File: src/rtl/tcw_pkg.sv
package tcw_pkg;

    // screen geometry
    localparam int COLUMNS  = 80;
    localparam int ROWS     = 25;
    localparam int TAB_STOP = 8;
    localparam int CELLS    = ROWS * COLUMNS;
    localparam int CELL_AW  = $clog2(CELLS);
    localparam int IDX_W    = CELL_AW + 1;

    // field widths
    localparam int MODE_W    = 2;
    localparam int CHAR_W    = 8;
    localparam int COL_W     = 7;
    localparam int ROW_W     = 5;
    localparam int COLOR_W   = 4;
    localparam int CFG_IDX_W = 1;
    localparam int S_TDATA_W = 24;
    localparam int M_TDATA_W = 32;

    // command queue
    localparam int Q_DEPTH = 2;
    localparam int Q_AW    = $clog2(Q_DEPTH);

    // blank cell and colour reset
    localparam logic [CHAR_W-1:0]  BLANK_CHAR = 8'h00;
    localparam logic [CHAR_W-1:0]  BLANK_ATTR = 8'h07;
    localparam logic [COLOR_W-1:0] FG_RESET   = 4'd7;
    localparam logic [COLOR_W-1:0] BG_RESET   = 4'd0;

    // item modes
    localparam logic [MODE_W-1:0] MODE_PUT    = 2'd0;
    localparam logic [MODE_W-1:0] MODE_SETCUR = 2'd1;
    localparam logic [MODE_W-1:0] MODE_READ   = 2'd2;

    // control characters
    localparam logic [CHAR_W-1:0] CH_BS  = 8'd8;
    localparam logic [CHAR_W-1:0] CH_TAB = 8'd9;
    localparam logic [CHAR_W-1:0] CH_LF  = 8'd10;
    localparam logic [CHAR_W-1:0] CH_CR  = 8'd13;

    // register indexes
    localparam logic [CFG_IDX_W-1:0] CFG_FG = 1'b0;
    localparam logic [CFG_IDX_W-1:0] CFG_BG = 1'b1;

    typedef enum logic [2:0] {
        OP_PUT,
        OP_BS,
        OP_NL,
        OP_CR,
        OP_TAB,
        OP_SETCUR,
        OP_READ,
        OP_NOP
    } t_op;

    typedef struct packed {
        t_op                op;
        logic [CHAR_W-1:0]  ch;
        logic [COL_W-1:0]   col;
        logic [ROW_W-1:0]   row;
        logic [CELL_AW-1:0] idx;
    } t_cmd;

    function automatic logic [CELL_AW-1:0] cell_index(input logic [ROW_W-1:0] row,
                                                       input logic [COL_W-1:0] col);
        logic [IDX_W-1:0] sum;
        sum = IDX_W'(row) * IDX_W'(COLUMNS) + IDX_W'(col);
        return sum[CELL_AW-1:0];
    endfunction

endpackage

File: src/rtl/tcw_queue.sv
module tcw_queue (
    input  logic          i_clk,
    input  logic          i_rst_n,
    input  logic          i_push,
    output logic          o_ready,
    input  tcw_pkg::t_cmd i_cmd,
    output logic          o_valid,
    input  logic          i_pop,
    output tcw_pkg::t_cmd o_cmd
);
    import tcw_pkg::*;

    t_cmd              r_mem [Q_DEPTH];
    logic [Q_AW-1:0]   r_wp;
    logic [Q_AW-1:0]   r_rp;
    logic [Q_AW:0]     r_cnt;
    logic [Q_AW-1:0]   n_wp;
    logic [Q_AW-1:0]   n_rp;
    logic [Q_AW:0]     n_cnt;
    logic              w_wr;
    logic              w_rd;

    assign o_ready = (r_cnt != (Q_AW + 1)'(Q_DEPTH));
    assign o_valid = (r_cnt != '0);
    assign o_cmd   = r_mem[r_rp];
    assign w_wr    = i_push && o_ready;
    assign w_rd    = i_pop && o_valid;

    always_comb begin
        n_wp  = r_wp;
        n_rp  = r_rp;
        n_cnt = r_cnt;
        if (w_wr) begin
            n_wp = (r_wp == Q_AW'(Q_DEPTH - 1)) ? '0 : r_wp + Q_AW'(1);
        end
        if (w_rd) begin
            n_rp = (r_rp == Q_AW'(Q_DEPTH - 1)) ? '0 : r_rp + Q_AW'(1);
        end
        case ({w_wr, w_rd})
            2'b10:   n_cnt = r_cnt + (Q_AW + 1)'(1);
            2'b01:   n_cnt = r_cnt - (Q_AW + 1)'(1);
            default: n_cnt = r_cnt;
        endcase
    end

    always_ff @(posedge i_clk) begin
        if (!i_rst_n) begin
            r_wp  <= '0;
            r_rp  <= '0;
            r_cnt <= '0;
        end else begin
            r_wp  <= n_wp;
            r_rp  <= n_rp;
            r_cnt <= n_cnt;
        end
        if (w_wr) begin
            r_mem[r_wp] <= i_cmd;
        end
    end

endmodule

File: config.mk
export PLATFORM = sky130hd
export DESIGN_NAME = tcw_queue
export DESIGN_NICKNAME = d
export VERILOG_FILES = /design/src/rtl/tcw_pkg.sv /design/src/rtl/tcw_queue.sv
export SDC_FILE = /design/constraint.sdc
export NUM_CORES = 1
export LEC_CHECK = 0
export BUFFER_PORTS_ARGS = -buffer_cell sky130_fd_sc_hd__buf_2
export CAP_MARGIN = 10
export CORE_MARGIN = 1
export CORE_UTILIZATION = 45
export CTS_CLUSTER_DIAMETER = 150
export DETAILED_ROUTE_END_ITERATION = 7
export GPL_ROUTABILITY_DRIVEN = 0
export HOLD_SLACK_MARGIN = 0.12
export PLACE_DENSITY_LB_ADDON = 0.1
export SYNTH_ARGS = -nofsm -noshare
export SYNTH_HDL_FRONTEND = slang
export SYNTH_SLANG_ARGS = --single-unit
File: constraint.sdc
create_clock -name i_clk -period 2.7 [get_ports i_clk]
set_clock_uncertainty 0.15 [all_clocks]
set_input_delay 0.54 -clock i_clk [delete_from_list [all_inputs] [get_ports i_clk]]
set_output_delay 0.54 -clock i_clk [all_outputs]
set_load 0.005 [all_outputs]
Word-level counts from Yosys, hierarchy flattened
Memory sizes are Yosys's and may differ from the RTL's. A register that Yosys moved wholly into a read port is not among the register bits.
Index checks and enable logic that the tools add are counted.
{"block": "op_classes", "add_sub_neg": 4, "mul": 0, "div_mod_pow": 0, "n_lt_le_gt_ge": 0, "n_eq_ne": 3, "shifts": 0, "mux": 7, "bitwise": 0, "reduce_logical": 4}
{"cell": "1-bit 2-to-1 mux", "n": 6}
{"cell": "2-bit case mux with 2 select lines", "n": 1}
{"cell": "2-bit nonzero test", "n": 2}
{"cell": "1-bit adder, second input constant", "n": 2}
{"cell": "2-bit by 1-bit adder with 2-bit output, second input constant", "n": 1}
{"cell": "2-bit by 1-bit == test with 1-bit output, second input constant", "n": 1}
{"cell": "2-bit == test, second input constant", "n": 1}
{"cell": "1-bit logical AND", "n": 2}
{"cell": "2-bit != test, second input constant", "n": 1}
{"cell": "2-bit by 1-bit subtractor with 2-bit output, second input constant", "n": 1}
{"block": "totals", "ff_bits": 4, "latch_bits": 0, "ram_bits": 68, "mem_bits_ro": 0, "inputBits": 38, "output_inout_bits": 36, "elab_cells": 22, "memories": 1}
{"name": "r_mem", "depth": 2, "word_bits": 34, "rd": 1, "rd_clocked_by_memory_dff": 1, "write_ports": 1, "line": "tcw_queue.sv:13", "text": "t_cmd r_mem [Q_DEPTH];"}

Longest topological paths before layout
{"block": "logic_depth", "ltp_word": 4, "mapped_depth": 6, "depth_no_buf": 6}

Worst setup path after synthesis
OpenSTA, ideal clock, no wires.
{"block": "synth_path", "path_kind": "register to register", "start": "register r_cnt[0]", "end": "memory r_mem[1][0] (netlist bit), enable pin", "setup_time_ns": 0.394, "arrival_ns": 1.488, "required_time_ns": 2.156, "slack_ns": 0.668, "path_stages_with_launch": 3, "n_path_buf": 0, "period_less_slack_ns": 2.032, "path_cell_list": "dfxtp_1 nand2b_1 and3_1"}
{"block": "synth_via", "elab_chain_cells": 4}
{"element": "start: declaration", "line": "tcw_queue.sv:16", "text": "logic [Q_AW:0] r_cnt;"}
{"element": "start signal: assignment", "line": "tcw_queue.sv:54", "text": "r_cnt <= n_cnt;"}
{"element": "2-bit != test", "line": "tcw_queue.sv:23", "text": "assign o_ready = (r_cnt != (Q_AW + 1)'(Q_DEPTH));"}
{"element": "net o_ready", "line": "tcw_queue.sv:5", "text": "output logic o_ready,"}
{"element": "1-bit logical AND", "line": "tcw_queue.sv:26", "text": "assign w_wr = i_push && o_ready;"}
{"element": "1-bit 2-to-1 mux", "line": "tcw_queue.sv:56", "text": "if (w_wr) begin"}
{"element": "1-bit 2-to-1 mux (not written as such)", "line": "tcw_queue.sv:57", "text": "r_mem[r_wp] <= i_cmd;"}
{"element": "end: declaration", "line": "tcw_queue.sv:13"}
The timed path passes the listed nets, and every way through them passes these cells.

==> impl_metrics.env <==
export IMPL_yosysMostFrequentCell="edfxtp_1"
export IMPL_synthFlopType="edfxtp_1"
export IMPL_drive_gt1_share_pct=57.8
export IMPL_drtIter0Drc=41
export IMPL_max_freq_mhz=425
export IMPL_nets=253
export IMPL_clock_latency_ns=0.32
export IMPL_place_worst_setup_slack_ns=0.675
export IMPL_grtUsageTotal_pct=14.9
export IMPL_chipHeight_um=79.2
export IMPL_drc=0
export IMPL_critical_path_class="flip-flop to primary output"
export IMPL_grt_pass1_wl_um=6640
export IMPL_timing_slew_headroom_pct=70.5
export IMPL_synth_area_leaders="edfxtp_1 76%, mux2_2 14%, dfxtp_1 3.7%"
export IMPL_rsz0062_at_grt="no"
export IMPL_setup_viol=0
export IMPL_holdWs_ns=0.249
export IMPL_core_mm2=0.00561
export IMPL_synthDistinctLibCells=20
export IMPL_htree_levels=3
export IMPL_cp_slowest_cell="dfxtp_1"
export IMPL_ctsResizeCount=0
export IMPL_die_width_um=79.2
export IMPL_fillerInstances=463
export IMPL_syn_instance_count=130
export IMPL_synth_avg_cell_area_um2=20.6
export IMPL_yosys_area_top_type="edfxtp_1"
export IMPL_cts_tree="done"
export IMPL_p_leak_nw=1.24
export IMPL_syn_nets=169
export IMPL_path_delay_family="flip-flops"
export IMPL_path_max_fanout=15
export IMPL_async_flop_share_pct=0
export IMPL_synth_seq_area_share_pct=79.9
export IMPL_grt_pass1_vias=1415
export IMPL_crit_buf_inv=2
export IMPL_start_kind="flip-flop"
export IMPL_area_growth_pct=23.1
export IMPL_fin_setup_tns_ns=0
export IMPL_worst_ep_required_time_ns=2.01
export IMPL_ir_drop_mv=0.427
export IMPL_ant_nets=0
export IMPL_final_max_slew_viol_count=0
export IMPL_synth_edf_count=68
export IMPL_outcome="finished, final reports clean"
export IMPL_finalWorstSetupSlack_ns=0.349
export IMPL_final_area_mm2=0.00330
export IMPL_clockBufferDepth=2
export IMPL_end_kind="primary output"
export IMPL_cp_slowest_stage_delay_ns=0.53
export IMPL_synth_top_area_share_pct=76.2
export IMPL_drt_total_wl_um=4350
export IMPL_drv_cap=0
export IMPL_critical_path_cell_chain="buf_4 -> mux2_2 -> buf_2"
export IMPL_post_cts_buffers=0
export IMPL_cp_arrival_ns=1.66
export IMPL_io_buffers=73
export IMPL_num_rows=27
export IMPL_layout_min_cycle_time_ns=2.35
export IMPL_io_pins=74
export IMPL_p_per_area_mw_per_mm2=885
export IMPL_synthTopCellsByCount="68 x edfxtp_1, 34 x mux2_2, 5 x dfxtp_1, 4 x buf_2, 3 x xnor2_1"
export IMPL_clkTransAtPathRegs_ns=0.07
export IMPL_yosysWarningCount=0
export IMPL_vias=1402
export IMPL_die_area_mm2=0.00627
export IMPL_finalCritPeriodShare_pct=87.1
export IMPL_first_pass_iters=4
export IMPL_antennaDiodeCount=0
export IMPL_finalHoldViolations=0
export IMPL_placed_area_mm2=0.00315
export IMPL_hp_class="input pin to flip-flop"
export IMPL_final_core_util_pct=58.8
export IMPL_grt_overflow=0
export IMPL_viasPerCell=4.83
export IMPL_dp_hpwl_um=2920
export IMPL_clock_sinks=73
export IMPL_worstMarginPinSlew_ns=0.442
export IMPL_antenna_found_initial=0
export IMPL_start_util_pct=47.8
export IMPL_numCtsBuffers=9
export IMPL_clockRootBuffer="clkbuf_8"
export IMPL_wl_per_cell_um=15.0
export IMPL_grt_max_degree=35
export IMPL_syn_area_mm2=0.00268
export IMPL_synth_seq_cells=73
export IMPL_holdBufCountCts=0
## power breakdown
part,internal (mW),total (mW),switching [mW]
registers,1.43,1.50,0.0655
clock network,0.322,0.672,0.350
logic,0.411,0.751,0.340
## flip-flops by register name (all words and copies together), names as in the netlist, named ones only
signal and count:
r_rp 1, r_mem 68, r_cnt 2, r_wp 1
## worst paths after layout
check	startpoint	endpoint	slack (ns)	cells after the start
setup / recovery	flip-flop	o_cmd[29]	0.35	3
hold / removal	i_cmd[7]	r_mem[1][7]$_DFFE_PP_	0.25	1
setup reg to reg	r_cnt[0]$_SDFFE_PN0P_	r_mem[1][15]$_DFFE_PP_	0.77	3
hold reg to reg	r_cnt[1]$_SDFFE_PN0P_	r_cnt[1]$_SDFFE_PN0P_	0.38	2
## kinds of logic (layout without fill, tap and decap cells)
family / after synthesis / count (layout) / synth area share (%)
compound gates: 5 / 5 / 1.40
buf+inv: 5 / 93 / 0.887
mux: 34 / 34 / 14.3
flops: 73 / 73 / 79.9
fa+ha+maj: 1 / 1 / 0.467
simple gates: 9 / 9 / 2.05
xor+xnor: 3 / 3 / 0.981
## metal layers
layer | share of wire [%] | routed length, µm | track usage (%) | up-vias
li1 | - | - | - | 671
met1 | 43 | 1860 | 17.4 | 670
met2 | 49 | 2120 | 23.8 | 52
met3 | 6.6 | 288 | 4.94 | 9
met4 | 1.8 | 80 | 8.73 | 0
met5 | 0 | 0 | 0 | -
## cells in the final DEF (no fill, tap or decap), types with 2 or more instances in the layout
master and count:
dfxtp_1 5, clkbuf_8 9, clkbuf_1 2, buf_4 4, mux2_2 34, clkinv_2 2
edfxtp_1 68, nor2b_1 2, buf_2 73, xnor2_1 3
## cell type report
type,count,area [µm²],share of cell area [%]
sequential,73,2140,64.9
multi-input combinational,52,515,15.6
timing repair buffer,77,395,12.0
clock buffer,11,131,3.98
tap,72,90.1,2.73
clock inverter,4,21.3,0.645
inverter,1,3.75,0.114
## through the flow
step	power, mW	cells
global placement	2.26	275
detailed placement	2.28	275
CTS	2.96	290
global route	3.08	290
floorplan	1.97	130
finish	2.92	290
Note: power is estimated with default switching activity, not from simulation.
