`config.mk`:
```
export PLATFORM = sky130hd
export DESIGN_NAME = tcw_front
export DESIGN_NICKNAME = d
export VERILOG_FILES = /design/src/rtl/tcw_pkg.sv /design/src/rtl/tcw_front.sv
export SDC_FILE = /design/constraint.sdc
export NUM_CORES = 1
export LEC_CHECK = 0
export ABC_CLOCK_PERIOD_IN_PS = 4200
export BUFFER_PORTS_ARGS = -buffer_cell sky130_fd_sc_hd__buf_2
export CAP_MARGIN = 30
export CORE_MARGIN = 2
export CORE_UTILIZATION = 50
export DETAILED_ROUTE_END_ITERATION = 10
export GPL_ROUTABILITY_DRIVEN = 0
export PLACE_DENSITY = 0.84
export SLEW_MARGIN = 15
export SYNTH_ARGS = -nofsm -noshare
export SYNTH_HDL_FRONTEND = slang
export SYNTH_SLANG_ARGS = --single-unit
```
`constraint.sdc`:
```
create_clock -name i_clk -period 4.2 [get_ports i_clk]
set_clock_uncertainty 0.2 [all_clocks]
set_input_delay 0.21 -clock i_clk [delete_from_list [all_inputs] [get_ports i_clk]]
set_output_delay 0.21 -clock i_clk [all_outputs]
set_load 0.005 [all_outputs]
```
`src/rtl/tcw_pkg.sv`:
```
package tcw_pkg;

    // screen geometry
    localparam int COLUMNS  = 80;
    localparam int ROWS     = 25;
    localparam int TAB_STOP = 8;
    localparam int CELLS    = ROWS * COLUMNS;
    localparam int CELL_AW  = $clog2(CELLS);
    localparam int IDX_W    = CELL_AW + 1;

    // field widths
    localparam int MODE_W    = 2;
    localparam int CHAR_W    = 8;
    localparam int COL_W     = 7;
    localparam int ROW_W     = 5;
    localparam int COLOR_W   = 4;
    localparam int CFG_IDX_W = 1;
    localparam int S_TDATA_W = 24;
    localparam int M_TDATA_W = 32;

    // command queue
    localparam int Q_DEPTH = 2;
    localparam int Q_AW    = $clog2(Q_DEPTH);

    // blank cell and colour reset
    localparam logic [CHAR_W-1:0]  BLANK_CHAR = 8'h00;
    localparam logic [CHAR_W-1:0]  BLANK_ATTR = 8'h07;
    localparam logic [COLOR_W-1:0] FG_RESET   = 4'd7;
    localparam logic [COLOR_W-1:0] BG_RESET   = 4'd0;

    // item modes
    localparam logic [MODE_W-1:0] MODE_PUT    = 2'd0;
    localparam logic [MODE_W-1:0] MODE_SETCUR = 2'd1;
    localparam logic [MODE_W-1:0] MODE_READ   = 2'd2;

    // control characters
    localparam logic [CHAR_W-1:0] CH_BS  = 8'd8;
    localparam logic [CHAR_W-1:0] CH_TAB = 8'd9;
    localparam logic [CHAR_W-1:0] CH_LF  = 8'd10;
    localparam logic [CHAR_W-1:0] CH_CR  = 8'd13;

    // register indexes
    localparam logic [CFG_IDX_W-1:0] CFG_FG = 1'b0;
    localparam logic [CFG_IDX_W-1:0] CFG_BG = 1'b1;

    typedef enum logic [2:0] {
        OP_PUT,
        OP_BS,
        OP_NL,
        OP_CR,
        OP_TAB,
        OP_SETCUR,
        OP_READ,
        OP_NOP
    } t_op;

    typedef struct packed {
        t_op                op;
        logic [CHAR_W-1:0]  ch;
        logic [COL_W-1:0]   col;
        logic [ROW_W-1:0]   row;
        logic [CELL_AW-1:0] idx;
    } t_cmd;

    function automatic logic [CELL_AW-1:0] cell_index(input logic [ROW_W-1:0] row,
                                                       input logic [COL_W-1:0] col);
        logic [IDX_W-1:0] sum;
        sum = IDX_W'(row) * IDX_W'(COLUMNS) + IDX_W'(col);
        return sum[CELL_AW-1:0];
    endfunction

endpackage

```
`src/rtl/tcw_front.sv`:
```
module tcw_front (
    input  logic                          i_clk,
    input  logic                          i_rst_n,
    input  logic                          i_tvalid,
    output logic                          o_tready,
    input  logic [tcw_pkg::S_TDATA_W-1:0] i_tdata,
    input  logic                          i_hold,
    output logic                          o_push,
    input  logic                          i_push_ready,
    output tcw_pkg::t_cmd                 o_cmd
);
    import tcw_pkg::*;

    logic [MODE_W-1:0] w_mode;
    logic [CHAR_W-1:0] w_ch;
    logic [COL_W-1:0]  w_col;
    logic [ROW_W-1:0]  w_row;
    logic [COL_W-1:0]  w_ccol;
    logic [ROW_W-1:0]  w_crow;
    t_cmd              w_cmd;
    logic              w_accept;

    logic r_valid;
    logic n_valid;
    t_cmd r_cmd;

    assign w_mode = i_tdata[1:0];
    assign w_ch   = i_tdata[9:2];
    assign w_col  = i_tdata[16:10];
    assign w_row  = i_tdata[21:17];

    assign w_ccol = (w_col > COL_W'(COLUMNS - 1)) ? COL_W'(COLUMNS - 1) : w_col;
    assign w_crow = (w_row > ROW_W'(ROWS - 1)) ? ROW_W'(ROWS - 1) : w_row;

    always_comb begin
        w_cmd.ch  = w_ch;
        w_cmd.col = w_ccol;
        w_cmd.row = w_crow;
        w_cmd.idx = cell_index(w_crow, w_ccol);
        unique case (w_mode)
            MODE_PUT: begin
                unique case (w_ch)
                    CH_BS:   w_cmd.op = OP_BS;
                    CH_TAB:  w_cmd.op = OP_TAB;
                    CH_LF:   w_cmd.op = OP_NL;
                    CH_CR:   w_cmd.op = OP_CR;
                    default: w_cmd.op = OP_PUT;
                endcase
            end
            MODE_SETCUR: w_cmd.op = OP_SETCUR;
            MODE_READ:   w_cmd.op = OP_READ;
            default:     w_cmd.op = OP_NOP;
        endcase
    end

    assign o_tready = !i_hold && (!r_valid || i_push_ready);
    assign w_accept = i_tvalid && o_tready;
    assign o_push   = r_valid;
    assign o_cmd    = r_cmd;

    always_comb begin
        n_valid = r_valid;
        if (w_accept) begin
            n_valid = 1'b1;
        end else if (r_valid && i_push_ready) begin
            n_valid = 1'b0;
        end
    end

    always_ff @(posedge i_clk) begin
        if (!i_rst_n) begin
            r_valid <= 1'b0;
        end else begin
            r_valid <= n_valid;
        end
        if (w_accept) begin
            r_cmd <= w_cmd;
        end
    end

endmodule

```
-- Yosys cells after proc, flatten, opt, wreduce, memory -nomap -nowiden
Cells that the tools add are included.
- memories: 0
- bits in read-only memories: 0
- register bits after elaboration: 35
- bits in writable memories: 0
- input bits: 29
- bits in latches: 0
- word-level logic and storage cells: 30
- reductions and logical operators: 8
- equality and inequality tests: 6
- bitwise logic cells: 0
- div/mod/pow operators: 0
- mux-type cells: 6
- $add $sub $neg: 1
- magnitude comparators: 2
- shifts and indexed selects: 0
- $mul: 1
- operators with widths (cell ; count):
    == test 8 x 4 -> 1 bit (second input constant) ; 4
    one-hot mux 3 bit (4 select lines) ; 1
    adder 11 x 7 -> 11 bit ; 1
    one-hot mux 3 bit (3 select lines) ; 1
    > comparator 7 bit (second input constant) ; 1
    multiplier 5 x 3 -> 7 bit (second input constant) ; 1
    two-way mux 7 bit ; 1
    > comparator 5 bit (second input constant) ; 1
    two-way mux 5 bit ; 1
    logical AND 1 bit ; 3
    == test 2 x 1 -> 1 bit (second input constant) ; 1
    == test 2 bit (second input constant) ; 1
    logical NOT 1 bit ; 2
    logical NOT 2 bit ; 1
    two-way mux 1 bit ; 2
    nonzero test 2 bit ; 1
    logical OR 1 bit ; 1

-- Longest topological paths before layout
- depth after elaboration: 5
- gate-level depth with buffers: 10
- mapped depth without buffers: 10

-- Worst setup path before layout
Ideal clock, no wire load.
- path kind: input-to-reg
- start point: input port i_tdata[20] (netlist bit)
- end point: register r_cmd (netlist bit o_cmd[10]), data pin
- arrival: 2.149 ns
- setup slack: 1.591 ns
- stages: 9
- library setup time: 0.260 ns
- required time: 3.740 ns
- buffers on the path: 1
- cell sequence: dlygate4sd3_1 -> ha_1 -> ha_1 -> inv_1 -> fa_1 -> xnor2_1 -> xnor2_1 -> nor3_1 -> xnor2_1
- RTL lines (element ; RTL line ; text):
    start, declared ; tcw_front.sv:6 ; input logic [tcw_pkg::S_TDATA_W-1:0] i_tdata,
    end signal, assigned ; tcw_front.sv:77 ; r_cmd <= w_cmd;
    end, declared ; tcw_front.sv:25 ; t_cmd r_cmd;

==> results.py <==
metrics = {
    "status": {
        "status": "finished, final reports clean",
    },
    "logic_synthesis": {
        "netlist_instances": 104,
        "synth_top_area_share_pct": 60.8,
        "ys_seq_area_share_pct": 62.2,
        "synth_area_per_cell_sq_um": 14.2,
        "synth_nets": 147,
        "syn_area_sq_um": 1480,
        "synthArstFlopShare_pct": 0,
        "synth_cell_types": 27,
        "yosys.area_share.simple_pct": 9.71,
        "yosys-top-cells-area": "edfxtp_1 (61%), ha_1 (10%), nand2b_1 (3.0%), xnor2_1 (3.0%), fa_1 (2.7%)",
        "synth_common_cells": "edfxtp_1 (30), ha_1 (12), nand2b_1 (7)",
        "synth_mux_area_share_pct": 0,
        "synth.most_common_cell": "edfxtp_1",
        "synth-xor-area-share_pct": 4.73,
        "ys.warnings.count": 0,
        "synth_top_cell_by_area": "edfxtp_1",
        "ys_ff_latch": 31,
        "ys.flop_type": "edfxtp_1",
        "synth_top_family_by_area": "adder cells",
        "synth_compound_area_share_pct": 5.15,
        "synth_edf_count": 30,
        "synthAdderAreaFrac_pct": 12.8,
    },
    "setup_path": {
        "critPathSlowestCell": "dlygate4sd3_1",
        "r2r_end": "o_cmd[15]",
        "crit_required_ns": 4.07,
        "path_class": "in -> reg",
        "r2r_setup_slack_ns": 2.71,
        "path_common_cell": "xnor2_1",
        "reg2regPathDepth": 3,
        "crit_path_end_kind": "flop",
        "worstPathArrival_ns": 2.80,
        "cpPeakStageDelay_ns": 0.52,
        "crit_chain": "dlygate4sd3_1 -> buf_2 -> nand2_1 -> and2_1 -> ha_1 -> ha_1 -> inv_1 -> fa_1 -> xnor2_1 -> xnor2_1 -> nor3_1 -> xnor2_1",
        "cp_max_fo": 6,
        "r2r-start": "o_push",
        "start_kind": "input pin",
    },
    "final_layout": {
        "drive_gt1_share_pct": 38.3,
        "fillers": 187,
        "nets": 226,
        "diodes": 0,
        "multi_input_area_sq_um": 483,
        "stdcell_count": 214,
        "area_delta_synth_final_pct": 35.0,
        "final_util_pct": 71.9,
        "seqCellArea_sq_um": 921,
    },
    "global_routing": {
        "grt_pass1_wl_um": 4550,
        "grtUsageMet2_pct": 35.3,
        "grt_max_degree": 31,
        "grt_busiest_layer": "met2",
        "grt_use_met1_pct": 17.5,
        "grt_pass1_vias": 1076,
        "grt_antenna_before_repair": 0,
        "groute.usage.overall_pct": 18.8,
        "grt_use_met3_pct": 6.81,
        "gr-total-overflow": 0,
    },
    "pwr": {
        "power_frac_seq_pct": 57.8,
        "p_total_w": 0.000635,
        "leakage_nw": 0.891,
        "pwr-share-comb_pct": 17.8,
        "p_sw_w": 0.000154,
        "p_int_w": 0.000480,
        "clkPwrFrac_pct": 24.4,
        "p_per_area_nw_per_um2": 317,
        "ir_drop_mv": 0.293,
        "swShare_pct": 24.3,
    },
    "sta": {
        "setup_tns_ns": 0,
        "fmax_ghz": 0.341,
        "finalCritPeriodShare_pct": 69.8,
        "setup_viol_count_final": 0,
        "slew_viol_final": 0,
        "worst_pin_slew_ns": 0.502,
        "min_period_ns": 2.93,
        "slew_headroom_pct": 66.2,
        "rsz0062_at_grt": "false",
        "hold_viol_final": 0,
    },
    "clocking": {
        "cts-root-buf": "clkbuf_4",
        "cts_tree": "yes",
        "cts.repair.resized": 0,
        "clkTransAtPathRegs_ns": 0.09,
        "cts.path.max_buffers": 2,
        "h-tree-depth": 2,
        "cts_made_buffers": 5,
        "post_cts_buffers": 0,
        "clock_latency_ns": 0.32,
        "ctsHoldBuffers": 17,
        "cts_sinks": 31,
    },
    "floorplan": {
        "fp.dieW_um": 58.4,
        "floorplan.initialDensity_pct": 53.3,
        "dieHeight_um": 58.4,
        "io_pins": 65,
        "core-area_sq_um": 2780,
        "num_rows": 19,
        "dieArea_sq_um": 3410,
    },
    "place": {
        "place_hpwl_um": 2090,
        "portBuffers": 62,
        "placedCellCount": 190,
    },
    "detailed_routing": {
        "drt.antenna.violating_nets": 0,
        "via_per_inst": 5.09,
        "dr.first_iter.drc_count": 42,
        "drt_first_pass_iters": 4,
        "drc": 0,
        "num_vias": 1089,
        "routed_wl_um": 3000,
        "wl_per_cell_um": 14.0,
    },
    "hold_path": {
        "hold_path_class": "in -> reg",
        "min_from": "i_tdata[17]",
        "hold_depth": 2,
        "hold_end": "o_cmd[11]",
    },
    "run": {
        "max_cap_viol_count": 0,
    },
}
worst max path at each step:
stage	end	startpoint	slack [ns]	depth (start not counted)
5_1_grt	o_cmd[10]	i_tdata[20]	1.14	12
3_3_place_gp	o_cmd[10]	i_tdata[20]	1.60	11
2_1_floorplan	o_cmd[10]	i_tdata[20]	1.59	9
3_5_place_dp	o_cmd[10]	i_tdata[20]	1.49	11
6_report	o_cmd[10]	i_tdata[20]	1.27	12
4_1_cts	o_cmd[10]	i_tdata[20]	1.26	12
area by class of cell:
class	instances	area share (%)
clock buffer	5	1.88
sequential	31	46.1
multi-input combinational	59	24.2
tap	31	1.94
inverter	6	1.13
clock inverter	2	0.438
timing repair buffer	80	24.4
power groups by stage:
stage | combinational [W] | clock [W] | sequential [W]
global placement | 0.0000950 | 0 | 0.000373
detailed placement | 0.0000992 | 0 | 0.000374
global route | 0.000125 | 0.000170 | 0.000368
CTS | 0.000112 | 0.000157 | 0.000367
floorplan | 0.0000564 | 0 | 0.000377
finish | 0.000113 | 0.000155 | 0.000367
through the flow:
step           setup WS (ns)  hold WS [ns]  area [sq um]
4_1_cts                 1.26        0.0240          2000
2_1_floorplan           1.59         0.109          1480
5_1_grt                 1.14        0.0353          2000
3_5_place_dp            1.49         0.202          1780
3_3_place_gp            1.60         0.206          1780
6_report                1.27        0.0370          2000
cells by family after synthesis:
kind of cell,Yosys count
fa+ha+maj,14
xor+xnor,8
flops,31
buf+inv,14
simple gates,26
compound gates,11
cell usage in the layout, fill, tap and decap left out:
cell type      count
a211o_1            1
a21boi_0           1
a21o_1             2
a21oi_1            2
a221o_1            1
a311o_1            1
and2_1             3
buf_2             62
buf_4              1
clkbuf_4           5
clkinv_1           1
clkinv_2           1
dfxtp_1            1
dlygate4sd3_1     17
edfxtp_1          30
fa_1               2
ha_1              12
inv_1              6
nand2_1            3
nand2b_1           7
nand3b_1           1
nor2_1             5
nor2_2             1
nor2b_1            3
nor3_1             1
nor3b_1            1
nor4b_1            1
o21ai_0            2
o21ai_1            1
xnor2_1            5
xor2_1             3
sequential cells by signal (all words and copies together) (netlist names):
signal  flops
o_cmd      30
o_push      1
routing by layer:
metal / vias up / share of wire (%)
met5: - / 0
met3: 12 / 9.2
met2: 63 / 52
li1: 520 / -
met1: 494 / 36
met4: 0 / 2.7
critical path, delay by kind of cell:
family	cells	cell delay, ns
xor gates and xnor gates	3	0.42
adders and majority gates	3	0.87
and+or+nand+nor	3	0.57
buffers and inverters	3	0.74
Power figures use the tool's default switching activity.
